File: config.mk
export PLATFORM = sky130hd
export DESIGN_NAME = cmph_cordic_stage
export DESIGN_NICKNAME = d
export VERILOG_FILES = /design/src/hdl/cmph_pkg.sv /design/src/hdl/cmph_cordic_stage.sv
export SDC_FILE = /design/constraint.sdc
export NUM_CORES = 1
export LEC_CHECK = 0
export BUFFER_PORTS_ARGS = -buffer_cell sky130_fd_sc_hd__buf_2
export CORE_ASPECT_RATIO = 0.7
export CORE_MARGIN = 2
export CORE_UTILIZATION = 55
export DETAILED_ROUTE_END_ITERATION = 8
export MAX_ROUTING_LAYER = met4
export PLACE_DENSITY = 0.89
export SETUP_SLACK_MARGIN = 0.3
export SLEW_MARGIN = 20
export SYNTH_ARGS = -nofsm -noshare
export SYNTH_HDL_FRONTEND = slang
export SYNTH_SLANG_ARGS = --single-unit
File: constraint.sdc
create_clock -name clk -period 1.95 [get_ports clk]
set_clock_uncertainty 0.2 [all_clocks]
set_input_delay 0.2925 -clock clk [delete_from_list [all_inputs] [get_ports clk]]
set_output_delay 0.2925 -clock clk [all_outputs]
set_load 0.01 [all_outputs]
File: src/hdl/cmph_pkg.sv
package cmph_pkg;

	localparam int SAMPLE_W = 16;
	localparam int HEAD_W   = 16;
	localparam int IN_SCALE = 16;
	localparam int ANG_FRAC = 24;
	localparam int ATAN_LEN = 24;
	localparam int VEC_W    = 36;
	localparam int ANG_W    = 34;
	localparam int IDX_W    = 5;

	localparam logic signed [ANG_W-1:0] DEG90_Q = ANG_W'(90) << ANG_FRAC;

	typedef struct packed {
		logic signed [VEC_W-1:0] a;
		logic signed [VEC_W-1:0] b;
		logic signed [ANG_W-1:0] z;
		logic                    ypos;
		logic                    yzero;
		logic                    xneg;
	} cmph_vec_t;

	function automatic logic signed [ANG_W-1:0] atan_q24(input logic [IDX_W-1:0] idx);
		logic signed [ANG_W-1:0] r;
		case (idx)
			5'd0:    r = ANG_W'(754974720);
			5'd1:    r = ANG_W'(445687602);
			5'd2:    r = ANG_W'(235489088);
			5'd3:    r = ANG_W'(119537938);
			5'd4:    r = ANG_W'(60000934);
			5'd5:    r = ANG_W'(30029717);
			5'd6:    r = ANG_W'(15018523);
			5'd7:    r = ANG_W'(7509720);
			5'd8:    r = ANG_W'(3754917);
			5'd9:    r = ANG_W'(1877466);
			5'd10:   r = ANG_W'(938734);
			5'd11:   r = ANG_W'(469367);
			5'd12:   r = ANG_W'(234684);
			5'd13:   r = ANG_W'(117342);
			5'd14:   r = ANG_W'(58671);
			5'd15:   r = ANG_W'(29335);
			5'd16:   r = ANG_W'(14668);
			5'd17:   r = ANG_W'(7334);
			5'd18:   r = ANG_W'(3667);
			5'd19:   r = ANG_W'(1833);
			5'd20:   r = ANG_W'(917);
			5'd21:   r = ANG_W'(458);
			5'd22:   r = ANG_W'(229);
			5'd23:   r = ANG_W'(115);
			default: r = '0;
		endcase
		return r;
	endfunction

endpackage

File: src/hdl/cmph_cordic_stage.sv
module cmph_cordic_stage #(
	parameter int STEP = 0
) (
	input  logic                clk,
	input  logic                arst_n,
	input  logic                en,
	input  logic                d_vld,
	input  cmph_pkg::cmph_vec_t d,
	output logic                q_vld,
	output cmph_pkg::cmph_vec_t q
);
	import cmph_pkg::*;

	logic signed [VEC_W-1:0] da;
	logic signed [VEC_W-1:0] db;
	logic signed [ANG_W-1:0] ang;
	cmph_vec_t               nxt;
	cmph_vec_t               vec_s1;
	logic                    vld_s1;

	always_comb begin
		da  = d.b >>> STEP;
		db  = d.a >>> STEP;
		ang = atan_q24(IDX_W'(STEP));
		nxt = d;
		if (!d.b[VEC_W-1]) begin
			nxt.a = d.a + da;
			nxt.b = d.b - db;
			nxt.z = d.z + ang;
		end else begin
			nxt.a = d.a - da;
			nxt.b = d.b + db;
			nxt.z = d.z - ang;
		end
	end

	always_ff @(posedge clk or negedge arst_n) begin
		if (!arst_n) begin
			vld_s1 <= 1'b0;
		end else if (en) begin
			vld_s1 <= d_vld;
		end
	end

	always_ff @(posedge clk) begin
		if (en) begin
			vec_s1 <= nxt;
		end
	end

	assign q_vld = vld_s1;
	assign q     = vec_s1;

endmodule

==> results of run 1 <==
[cell families after synthesis]
family / share of synthesized area, %
compound gates: 22.3
buf+inv: 6.56
simple gates: 13.9
fa+ha+maj: 15.5
xor+xnor: 6.88
mux: 1.93
flops: 32.9
[routing by layer]
| layer | GRT overflow | GRT usage, % |
|---|---|---|
| met2 | 232 | 103 |
| met3 | 38 | 77.9 |
| met4 | 119 | 95.7 |
| met1 | 24 | 86.1 |
| met5 | - | - |
[timing repair]
| action | in CTS |
|---|---|
| hold buffers | 29 |
| pin swaps | 99 |
| endpoints found under the hold margin | 29 |
| buffers inserted | 46 |
| setup endpoints to repair | 70 |
| gates cloned | 0 |
| resized for setup | 239 |
[metrics by stage]
| step | utilization [%] | hold slack (ns) |
|---|---|---|
| 3_5_place_dp | 79.6 | -0.131 |
| 4_1_cts | 90.8 | 0.00825 |
| 3_3_place_gp | 79.6 | -0.132 |
| 2_1_floorplan | - | -0.203 |
==> results by group, run 1 <==
Yosys
  – Post-synth cell types: 79
  – Most frequent cell after synthesis: a21oi_1
  – Main flop type after synthesis: edfxtp_1
  – Synthesis Warnings: 0
  – Cell count after synthesis: 1131
  – EDFF count, synth: 108
  – Synth top area share: 32.6%
  – Mapped Avg Cell Area: 8.78 um^2
  – Most common library cells after synthesis: a21oi_1, inv_1, ha_1
  – Synthesized net count: 1365
  – Post-synthesis sequential area ratio: 32.9%
  – Async SR Flop Fraction: 0.917%
  – Synth top area cells: edfxtp_1, ha_1, a21oi_1
  – Flops & latches, synth: 109
  – Synthesized area: 9930 um^2
  – Area leader, netlist: edfxtp_1

Placement
  – Pre-CTS setup slack: -1.33 ns
  – PortBufs: 222
  – Inst Count DP: 1871
  – Routability cong.: 1.07
  – HPWL after DPL: 29.2 mm
  – Placed inst area: 14200 um^2

Clock network
  – # clock sinks: 109
  – Total CTS buffers: 9
  – H-tree level count: 3
  – Root buf cell: clkbuf_16
  – Buffers from clock root to sink, at most: 2

Run status
  – Status: stopped before the end
  – First Err: [ERROR GRT-0232] Routing congestion too high. Check the congestion heatmap in the GUI.
  – Last stage: 5_1_grt

Die
  – Die W: 165 um
  – Initial Utilization: 55.6%
  – IO Pins: 223
  – Die height: 116 um
  – # rows: 41

Global routing
  – Total GRT Usage: 90.3%
  – Remaining global-route overflow: 413
  – Largest net degree at the start of global routing: 44
==> inputs of run 2 (changes only) <==
Settings changed: CORE_ASPECT_RATIO 0.7 to default, CORE_UTILIZATION 55 to 40, MAX_ROUTING_LAYER met4 to default, PLACE_DENSITY 0.89 to default, PLACE_DENSITY_LB_ADDON from default to 0.15, SETUP_SLACK_MARGIN 0.3 to default.
==> results by group, run 2 <==
Detailed routing
  – WL/cell: 17.4 um
  – Vias per inst: 5.21
  – Post-DRT Antenna Nets: 0
  – # DRC: 0
  – DRT Wirelength: 36.4 mm
  – Drt first pass iters: 7
  – Routed vias: 10900
  – DR iter-0 viols: 790

Power
  – Comb power frac: 48.7%
  – Clock Power Share: 19.6%
  – Internal power: 6.30 mW
  – Net Switching: 3.59 mW
  – Power per cell area: 593 nW/um^2
  – Pleak: 7.63 nW
  – VDD IR max: 0.000391 V
  – Sw Share: 36.3%
  – Flop pwr share: 31.7%

Final layout
  – Area of the multi-input gates: 7370 um^2
  – Finished Layout Cells: 2088
  – Number of diodes: 0
  – Fillers: 1860
  – Most frequent cells in the layout: buf_4, buf_2, edfxtp_1
  – Area grow syn2layout: 67.8%
  – Commonest non-fill, non-tap cell in the layout: buf_4
  – Max reg flops: 108
  – Layout Nets: 1993
  – Post-route cell area: 16700 um^2
  – Register area: 3270 um^2
  – Share of layout cells above drive strength 1: 49.5%
  – Fin util: 68.5%

Critical path
  – Setup Crit Path Kind: input pin to register
  – Crit path top cell by count: o21bai_1
  – CP Launch Type: input pin
  – Reg2reg setup slack: 1.02 ns
  – Required @ worst endpoint: 1.89 ns
  – CP endpoint kind: register
  – Maximum fanout along the worst path: 3
  – Critical-path cell list: buf_8 -> ha_4 -> inv_2 -> fa_2 -> o21ba_4 -> buf_4 -> o41ai_4 -> o21bai_1 -> a21oi_2 -> a311o_1 -> o21ai_2 -> o21bai_1 -> a21oi_1 -> xnor2_1
  – Max stage delay on crit path: 0.36 ns
  – Worst path slowest cell: fa_2
  – Worst EP arrival: 2.69 ns

STA
  – Fin. max-slew vios: 0
  – Final min period: 2.75 ns
  – Final setup margin: -0.799 ns
  – Crit share post-route: 141%
  – Slew headroom: 62.6%
  – Fmax: 364 MHz
  – RSZ-0062 raised after global routing: true
  – Final setup violation count: 60
  – Final hold vios: 0
  – Tightest Pin Transition: 0.558 ns

Global routing
  – First-pass GRT wire length: 56.0 mm
  – Initial antenna violation count: 2
  – Remaining global-route overflow: 0
  – Largest net degree at the start of global routing: 33
  – Vias in the first global route: 10800
  – Total GRT Usage: 27.3%

Yosys
  – Post-synthesis sequential area ratio: 32.9% (unchanged)
  – Synthesized net count: 1365 (unchanged)
  – Cell count after synthesis: 1131 (unchanged)
  – Synthesized area: 9930 um^2 (unchanged)
  – Async SR Flop Fraction: 0.917% (unchanged)
  – Flops & latches, synth: 109 (unchanged)
  – Synth top area cells: edfxtp_1, ha_1, a21oi_1
  – Synth top area share: 32.6% (unchanged)
  – Synthesis Warnings: 0 (unchanged)
  – Mapped Avg Cell Area: 8.78 um^2 (unchanged)
  – Most common library cells after synthesis: a21oi_1, inv_1, ha_1
  – Most frequent cell after synthesis: a21oi_1
  – Post-synth cell types: 79 (unchanged)
  – EDFF count, synth: 108 (unchanged)
  – Main flop type after synthesis: edfxtp_1
  – Area leader, netlist: edfxtp_1

Clock network
  – H-tree level count: 3 (unchanged)
  – Total CTS buffers: 9 (unchanged)
  – # clock sinks: 109 (unchanged)
  – Buffers from clock root to sink, at most: 2 (unchanged)
  – Clk pin slew, worst setup/hold paths: 0.10 ns
  – Root buf cell: clkbuf_16
  – TritonCTS clock tree: done
  – Clk_lat worst skew: 0.36 ns

Die
  – # rows: 57 (+39%)
  – Die W: 162 um (-1.8%)
  – DIE AREA: 26100 um^2
  – Core outline area: 24300 um^2
  – Initial Utilization: 40.8% (-15 points)
  – Die height: 162 um (+39%)
  – IO Pins: 223 (unchanged)

Placement
  – HPWL after DPL: 28.1 mm (-3.6%)
  – Placed inst area: 14600 um^2 (+2.4%)
  – Routability cong.: 0.959 (-10%)
  – Inst Count DP: 2000 (+6.9%)
  – PortBufs: 222 (unchanged)

Job
  – Max Cap Viol: 0

Hold path
  – Hold Crit Class: input pin to register

Run status
  – Violated checks: setup timing
  – Status: finished, violations left
[run 2: power by group through the flow]
| stage | sequential (mW) | clock, mW | combinational, mW |
|---|---|---|---|
| finish | 3.14 | 1.94 | 4.81 |
| floorplan | 3.36 | 0 | 1.89 |
| global route | 3.17 | 2.03 | 5.15 |
| CTS | 3.14 | 1.97 | 4.53 |
| global placement | 3.19 | 0 | 4.01 |
| detailed placement | 3.19 | 0 | 4.04 |
[run 2: final timing paths]
| kind | depth (start not counted) | end | start |
|---|---|---|---|
| setup / recovery | 14 | q[97] | d[37] |
| setup reg to reg | 1 | q_vld | q_vld |
| hold / removal | 2 | q[27] | d[27] |
| min in group asynchronous | 2 | q_vld | arst_n |
| max in group asynchronous | 2 | q_vld | arst_n |
| hold reg to reg | 1 | q_vld | q_vld |
[run 2: cell families after synthesis]
family | count (synthesis) | synth area share (%)
DFF | 109 | 32.9
adders and majority gates | 121 | 15.5
xor gates and xnor gates | 78 | 6.88
AOI/OAI and AO/OA | 355 | 22.3
buffers and inverters | 166 | 6.56
muxes | 19 | 1.93
and+or+nand+nor | 283 | 13.9
[run 2: area by class of cell]
| cell class | count | area share, % |
|---|---|---|
| clock inverters | 6 | 0.338 |
| multi-input cells | 856 | 44.2 |
| clock buffers | 10 | 1.37 |
| repair buffers | 663 | 28.9 |
| flip-flops and latches | 109 | 19.6 |
| inverters | 120 | 3.11 |
| well taps | 324 | 2.43 |
[run 2: critical path: cells and delay by family]
family / cells / cell delay [ns]
compound gates: 8 / 1.49
fa+ha+maj: 2 / 0.50
buf+inv: 3 / 0.27
xor+xnor: 1 / 0.14
[run 2: routing by layer]
metal | routed length [um] | vias to the layer above | GRT usage [%]
li1 | - | 5253 | -
met1 | 15500 | 5057 | 35.6
met2 | 17200 | 465 | 46.1
met3 | 2660 | 90 | 4.31
met4 | 1070 | 4 | 9.05
met5 | 27 | - | 0
[run 2: stage by stage]
step                setup TNS, ns  worst slack [ns]  power [mW]  hold WS, ns
floorplan                  -30.37            -0.868        5.25       -0.203
global placement           -64.18             -1.36        7.19       -0.129
detailed placement         -66.06             -1.42        7.23       -0.129
CTS                        -31.36            -0.772        9.64      0.00651
global route               -38.68            -0.867        10.3       0.0271
finish                     -34.42            -0.799        9.89       0.0183
[run 2: repair_timing]
item	in CTS	in global routing
setup endpoints to repair	62	65
setup buffers	32	16
hold buffers	29	0
endpoints found under the hold margin	29	0
pin swaps	89	59
gates resized for setup	183	84
Power figures use the tool's default switching activity.
==> inputs of run 3 (changes only) <==
--- a/config.mk
+++ b/config.mk
@@ -8,3 +8,2 @@
 export BUFFER_PORTS_ARGS = -buffer_cell sky130_fd_sc_hd__buf_2
-export CORE_MARGIN = 2
 export CORE_UTILIZATION = 40
@@ -16 +15,2 @@
 export SYNTH_SLANG_ARGS = --single-unit
+export TNS_END_PERCENT = 20
==> constraint.sdc (replaced) <==
create_clock -name clk -period 1.95 [get_ports clk]
set_clock_uncertainty 0.2 [all_clocks]
set_input_delay 0.39 -clock clk [delete_from_list [all_inputs] [get_ports clk]]
set_output_delay 0.39 -clock clk [all_outputs]
set_load 0.01 [all_outputs]
==> results by group, run 3 (synthesized netlist as in run 2, its figures left out) <==
Run status
  – Status: finished, violations left
  – Violated checks: setup timing

Critical path
  – R2r endpoint: q_vld
  – CP Launch Type: input pin
  – CP endpoint kind: register
  – Crit path top cell by count: buf_6
  – Setup Crit Path Kind: input pin to register
  – CP endpoint: q[67]
  – Worst EP arrival: 2.81 ns (+0.12 ns)
  – FF-to-FF Start: q_vld
  – R2R depth: 1 (unchanged)
  – Max stage delay on crit path: 0.40 ns (+0.04 ns)
  – Critical-path cell list: buf_8 -> buf_6 -> ha_4 -> inv_2 -> fa_2 -> o21ba_4 -> or4_1 -> nand4b_1 -> a2111oi_4 -> nor2_2 -> buf_6 -> a21boi_2 -> o31a_1 -> o21a_1 -> xnor2_1
  – Worst path slowest cell: or4_1
  – Crit path from: d[73]
  – Maximum fanout along the worst path: 4 (+1)
  – Reg2reg setup slack: 1.00 ns (-0.02 ns)
  – Required @ worst endpoint: 1.88 ns (about the same)

Die
  – Core outline area: 24300 um^2 (unchanged)
  – # rows: 57 (unchanged)
  – DIE AREA: 25500 um^2 (-2.5%)
  – Die height: 160 um (-1.2%)
  – Initial Utilization: 40.8% (unchanged)
  – IO Pins: 223 (unchanged)
  – Die W: 160 um (-1.2%)

STA
  – Final setup margin: -0.936 ns (-0.137 ns)
  – Crit share post-route: 148% (+7.0 points)
  – Fmax: 346 MHz (-4.8%)
  – Final hold vios: 0 (unchanged)
  – Slew headroom: 60.5% (-2.1 points)
  – Final setup violation count: 63 (+5.0%)
  – Fin. max-slew vios: 0 (unchanged)
  – Tightest Pin Transition: 0.588 ns (+0.0292 ns)
  – Final min period: 2.89 ns (+0.137 ns)
  – RSZ-0062 raised after global routing: true
  – Worst Hold Margin: 0.00966 ns (-0.00863 ns)

Final layout
  – Max reg flops: 108 (unchanged)
  – Layout Nets: 1989 (-0.20%)
  – Most frequent cells in the layout: buf_4, buf_2, a21oi_1
  – Finished Layout Cells: 2084 (-0.19%)
  – Commonest non-fill, non-tap cell in the layout: buf_4
  – Area grow syn2layout: 61.9%
  – Share of layout cells above drive strength 1: 46.2% (-3.4 points)
  – Number of diodes: 0 (unchanged)
  – Post-route cell area: 16100 um^2 (-3.5%)
  – Fillers: 2069 (+11%)

Detailed routing
  – WL/cell: 16.8 um (-3.4%)
  – WL met2: 16.7 mm (-2.7%)
  – Top layer used by detailed routing: met4
  – Drt first pass iters: 5 (-2)
  – # DRC: 0 (unchanged)
  – Metal1 wirelength: 15.3 mm (-1.3%)
  – Post-DRT Antenna Nets: 0 (unchanged)
  – Routed vias: 10800 (-0.61%)
  – DRT Wirelength: 35.1 mm (-3.6%)
  – Met3 routed WL: 2.02 mm (-24%)
  – Vias per inst: 5.18 (-0.42%)
  – DR iter-0 viols: 577 (-27%)

Power
  – Pleak: 7.52 nW (-1.4%)
  – Final Power: 9.63 mW (-2.6%)
  – VDD IR max: 0.000376 V (-3.8%)
  – Power per cell area: 599 nW/um^2 (+0.99%)

Global routing
  – Initial antenna violation count: 0 (-2)
  – Total GRT Usage: 27.2% (-0.085 points)
  – Vias in the first global route: 10700 (-0.46%)
  – First-pass GRT wire length: 55.0 mm (-1.8%)
  – Remaining global-route overflow: 0 (unchanged)
  – Largest net degree at the start of global routing: 46 (+39%)

Clock network
  – Buffers from clock root to sink, at most: 2 (unchanged)
  – H-tree level count: 3 (unchanged)
  – Total CTS buffers: 9 (unchanged)
  – Clk_lat worst skew: 0.37 ns (about the same)
  – Clk pin slew, worst setup/hold paths: 0.09 ns (about the same)
  – TritonCTS clock tree: done
  – # clock sinks: 109 (unchanged)
  – Root buf cell: clkbuf_16

Placement
  – Routability cong.: 0.934 (-2.6%)
  – HPWL after DPL: 27.4 mm (-2.5%)
  – PortBufs: 222 (unchanged)
  – Inst Count DP: 2014 (+0.70%)
  – Placed inst area: 14300 um^2 (-1.5%)

Job
  – Max Cap Viol: 0 (unchanged)

Hold path
  – Hold Crit Class: input pin to register
run 3: area by class of cell:
class	count	area (um^2)	share of cell area, %
Clock buffer	9	225	1.40
Tap cell	324	405	2.52
Sequential cell	109	3270	20.3
Clock inverter	7	90.1	0.560
Multi-Input combinational cell	856	6970	43.4
Inverter	120	480	2.99
Timing Repair Buffer	659	4640	28.9
run 3: routing by layer:
layer  GRT usage, %  vias up
met5              0        -
met4           10.1        0
met1           35.0     5100
li1               -     5251
met2           46.3      377
met3           3.52       75
run 3: worst min-delay path by stage:
stage | end | slack, ns | cells after the start | startpoint
CTS | q[5] | 0.003 | 1 | d[5]
floorplan | q_vld | -0.11 | 0 | arst_n
global placement | q_vld | -0.04 | 1 | arst_n
finish | q[5] | 0.01 | 1 | d[5]
detailed placement | q_vld | -0.03 | 1 | arst_n
global route | q[5] | 0.01 | 1 | d[5]
run 3: critical path, delay by kind of cell:
| kind | cells | cell delay [ns] |
|---|---|---|
| compound gates | 5 | 0.81 |
| simple gates | 3 | 0.69 |
| fa+ha+maj | 2 | 0.46 |
| buf+inv | 4 | 0.34 |
| xor+xnor | 1 | 0.12 |
run 3: report_power, final:
part	internal (mW)	leakage (nW)	switching, mW	total, mW
combinational	2.21	6.31	2.34	4.55
clock	0.929	0.148	1.03	1.96
sequential	3.03	1.07	0.0954	3.12
total	6.17	7.52	3.46	9.63
run 3: what timing repair did:
item | 4_1_cts | 5_1_grt
hold buffers | 25 | 0
pin swaps | 53 | 38
gates resized for setup | 140 | 74
endpoints found under the hold margin | 25 | 0
buffers inserted | 16 | 17
setup endpoints to repair | 64 | 67
run 3: metrics by stage:
step,setup TNS [ns],worst slack (ns),util [%]
after floorplan,-39.89,-0.966,-
after global placement,-75.80,-1.53,58.9
after detailed placement,-77.24,-1.56,58.9
after CTS,-39.00,-0.941,64.3
after global routing,-47.78,-1.02,66.1
final,-42.49,-0.936,66.1
==> inputs of run 4 (changes only) <==
Clock period 1.95 ns to 3.1 ns, I/O delays scaled along.
==> results by group, run 4 (synthesized netlist as in run 2, its figures left out) <==
Run status
  – Status: finished, violations left
  – Violated checks: setup timing

Global routing
  – Initial antenna violation count: 1 (+1)
  – Total GRT Usage: 25.8% (-1.4 points)
  – Remaining global-route overflow: 0 (unchanged)
  – Vias in the first global route: 9895 (-7.5%)
  – Largest net degree at the start of global routing: 52 (+13%)
  – First-pass GRT wire length: 51.9 mm (-5.6%)

Power
  – Final Power: 5.67 mW (-41%)
  – Power per cell area: 398 nW/um^2 (-34%)
  – Pleak: 6.72 nW (-11%)
  – VDD IR max: 0.000240 V (-36%)

STA
  – RSZ-0062 raised after global routing: true
  – Final setup margin: -0.0417 ns (+0.895 ns)
  – TNS Setup: -0.212 ns (+42.28 ns)
  – Fmax: 318 MHz
  – Final min period: 3.14 ns
  – Slew headroom: 66.1% (+5.6 points)
  – Worst Hold Margin: 0.215 ns (+0.205 ns)
  – Tightest Pin Transition: 0.509 ns (-0.0785 ns)
  – Final hold vios: 0 (unchanged)
  – Fin. max-slew vios: 0 (unchanged)
  – Crit share post-route: 101%
  – Final setup violation count: 9 (-86%)

Final layout
  – Number of diodes: 0 (unchanged)
  – Most frequent cells in the layout: buf_4, buf_2, a21oi_1
  – Layout Nets: 1847 (-7.1%)
  – Commonest non-fill, non-tap cell in the layout: buf_4
  – Share of layout cells above drive strength 1: 38.9% (-7.3 points)
  – Fin util: 58.7% (-7.5 points)
  – Finished Layout Cells: 1942 (-6.8%)
  – Area grow syn2layout: 43.6%
  – Fillers: 2261 (+9.3%)
  – Post-route cell area: 14300 um^2 (-11%)
  – Max reg flops: 108 (unchanged)

Critical path
  – Worst EP arrival: 3.07 ns (+0.26 ns)
  – FF-to-FF Start: q_vld
  – CP Launch Type: input pin
  – Setup Crit Path Kind: input pin to register
  – Reg2reg setup slack: 2.15 ns (+1.15 ns)
  – Maximum fanout along the worst path: 3 (-1)
  – CP endpoint kind: register
  – Required @ worst endpoint: 3.03 ns (+1.15 ns)
  – R2r endpoint: q_vld
  – R2R depth: 1 (unchanged)

Detailed routing
  – Top layer used by detailed routing: met5
  – Routed vias: 10000 (-7.1%)
  – Drt first pass iters: 5 (unchanged)
  – # DRC: 0 (unchanged)
  – DR iter-0 viols: 498 (-14%)
  – DRT Wirelength: 32.9 mm (-6.3%)
  – Vias per inst: 5.17 (-0.27%)
  – Post-DRT Antenna Nets: 0 (unchanged)
  – WL met2: 15.7 mm (-5.8%)
  – Met3 routed WL: 1.82 mm (-10%)
  – Metal1 wirelength: 14.7 mm (-4.0%)
  – WL/cell: 16.9 um (+0.50%)

Die
  – Die W: 160 um (unchanged)
  – DIE AREA: 25500 um^2 (unchanged)
  – Die height: 160 um (unchanged)
  – # rows: 57 (unchanged)
  – IO Pins: 223 (unchanged)
  – Core outline area: 24300 um^2 (unchanged)
  – Initial Utilization: 40.8% (unchanged)

Clock network
  – Total CTS buffers: 9 (unchanged)
  – Buffers from clock root to sink, at most: 2 (unchanged)
  – # clock sinks: 109 (unchanged)
  – Clk pin slew, worst setup/hold paths: 0.09 ns (about the same)
  – Clk_lat worst skew: 0.37 ns (about the same)
  – TritonCTS clock tree: done
  – H-tree level count: 3 (unchanged)
  – Root buf cell: clkbuf_16

Hold path
  – Cells on Worst Hold Path: 1 (unchanged)
  – Hold path startpoint: d[7]
  – Hold Crit Class: input pin to register
  – Hold endpoint: q[7]

Placement
  – Routability cong.: 0.965 (+3.4%)
  – HPWL after DPL: 26.6 mm (-3.1%)
  – PortBufs: 222 (unchanged)
  – Inst Count DP: 1919 (-4.7%)
  – Pre-CTS setup slack: -0.623 ns (+0.939 ns)
  – Placed inst area: 13400 um^2 (-6.2%)

Job
  – Max Cap Viol: 0 (unchanged)
## run 4: how the worst max path moves through the flow
stage	depth (start not counted)	to	from	slack, ns
after floorplan	12	q[67]	d[37]	-0.07
after global placement	13	q[89]	d[73]	-0.61
after detailed placement	13	q[89]	d[73]	-0.62
after CTS	12	q[105]	d[44]	-0.04
after global routing	14	q[69]	d[42]	-0.13
final	13	q[67]	d[37]	-0.04
## run 4: metal layers
layer / track usage, % / vias up
li1: - / 4970
met1: 34.0 / 4669
met2: 43.9 / 348
met3: 3.31 / 51
met4: 7.52 / 2
met5: 0 / -
## run 4: cell type report
cell class | count | area, um^2 | area share, %
Inverter | 120 | 453 | 3.17
Tap cell | 324 | 405 | 2.84
Clock buffer | 9 | 225 | 1.58
Sequential cell | 109 | 3270 | 22.9
Clock inverter | 7 | 86.3 | 0.605
Multi-Input combinational cell | 856 | 6440 | 45.1
Timing Repair Buffer | 517 | 3390 | 23.8
## run 4: power by group
group	switching, mW	leakage (nW)	internal (mW)
Sequential	0.0561	1.07	1.90
Clock	0.661	0.152	0.587
Combinational	1.32	5.50	1.15
## run 4: worst max-delay path: stages
cell       delay, ns
buf_8           0.08
ha_4            0.13
inv_2           0.04
fa_2            0.38
o21ba_4         0.24
or4_1           0.40
nand4b_1        0.15
a2111oi_2       0.09
nor2_2          0.21
a21boi_2        0.11
o31a_1          0.31
o21a_1          0.19
xnor2_1         0.12
## run 4: repair_timing
action,4_1_cts,5_1_grt
hold buffers,1,0
pin swaps,13,31
gates cloned,0,0
buffers inserted,3,5
resized for setup,33,76
hold endpoints to repair,1,0
endpoints found under the setup margin,30,42
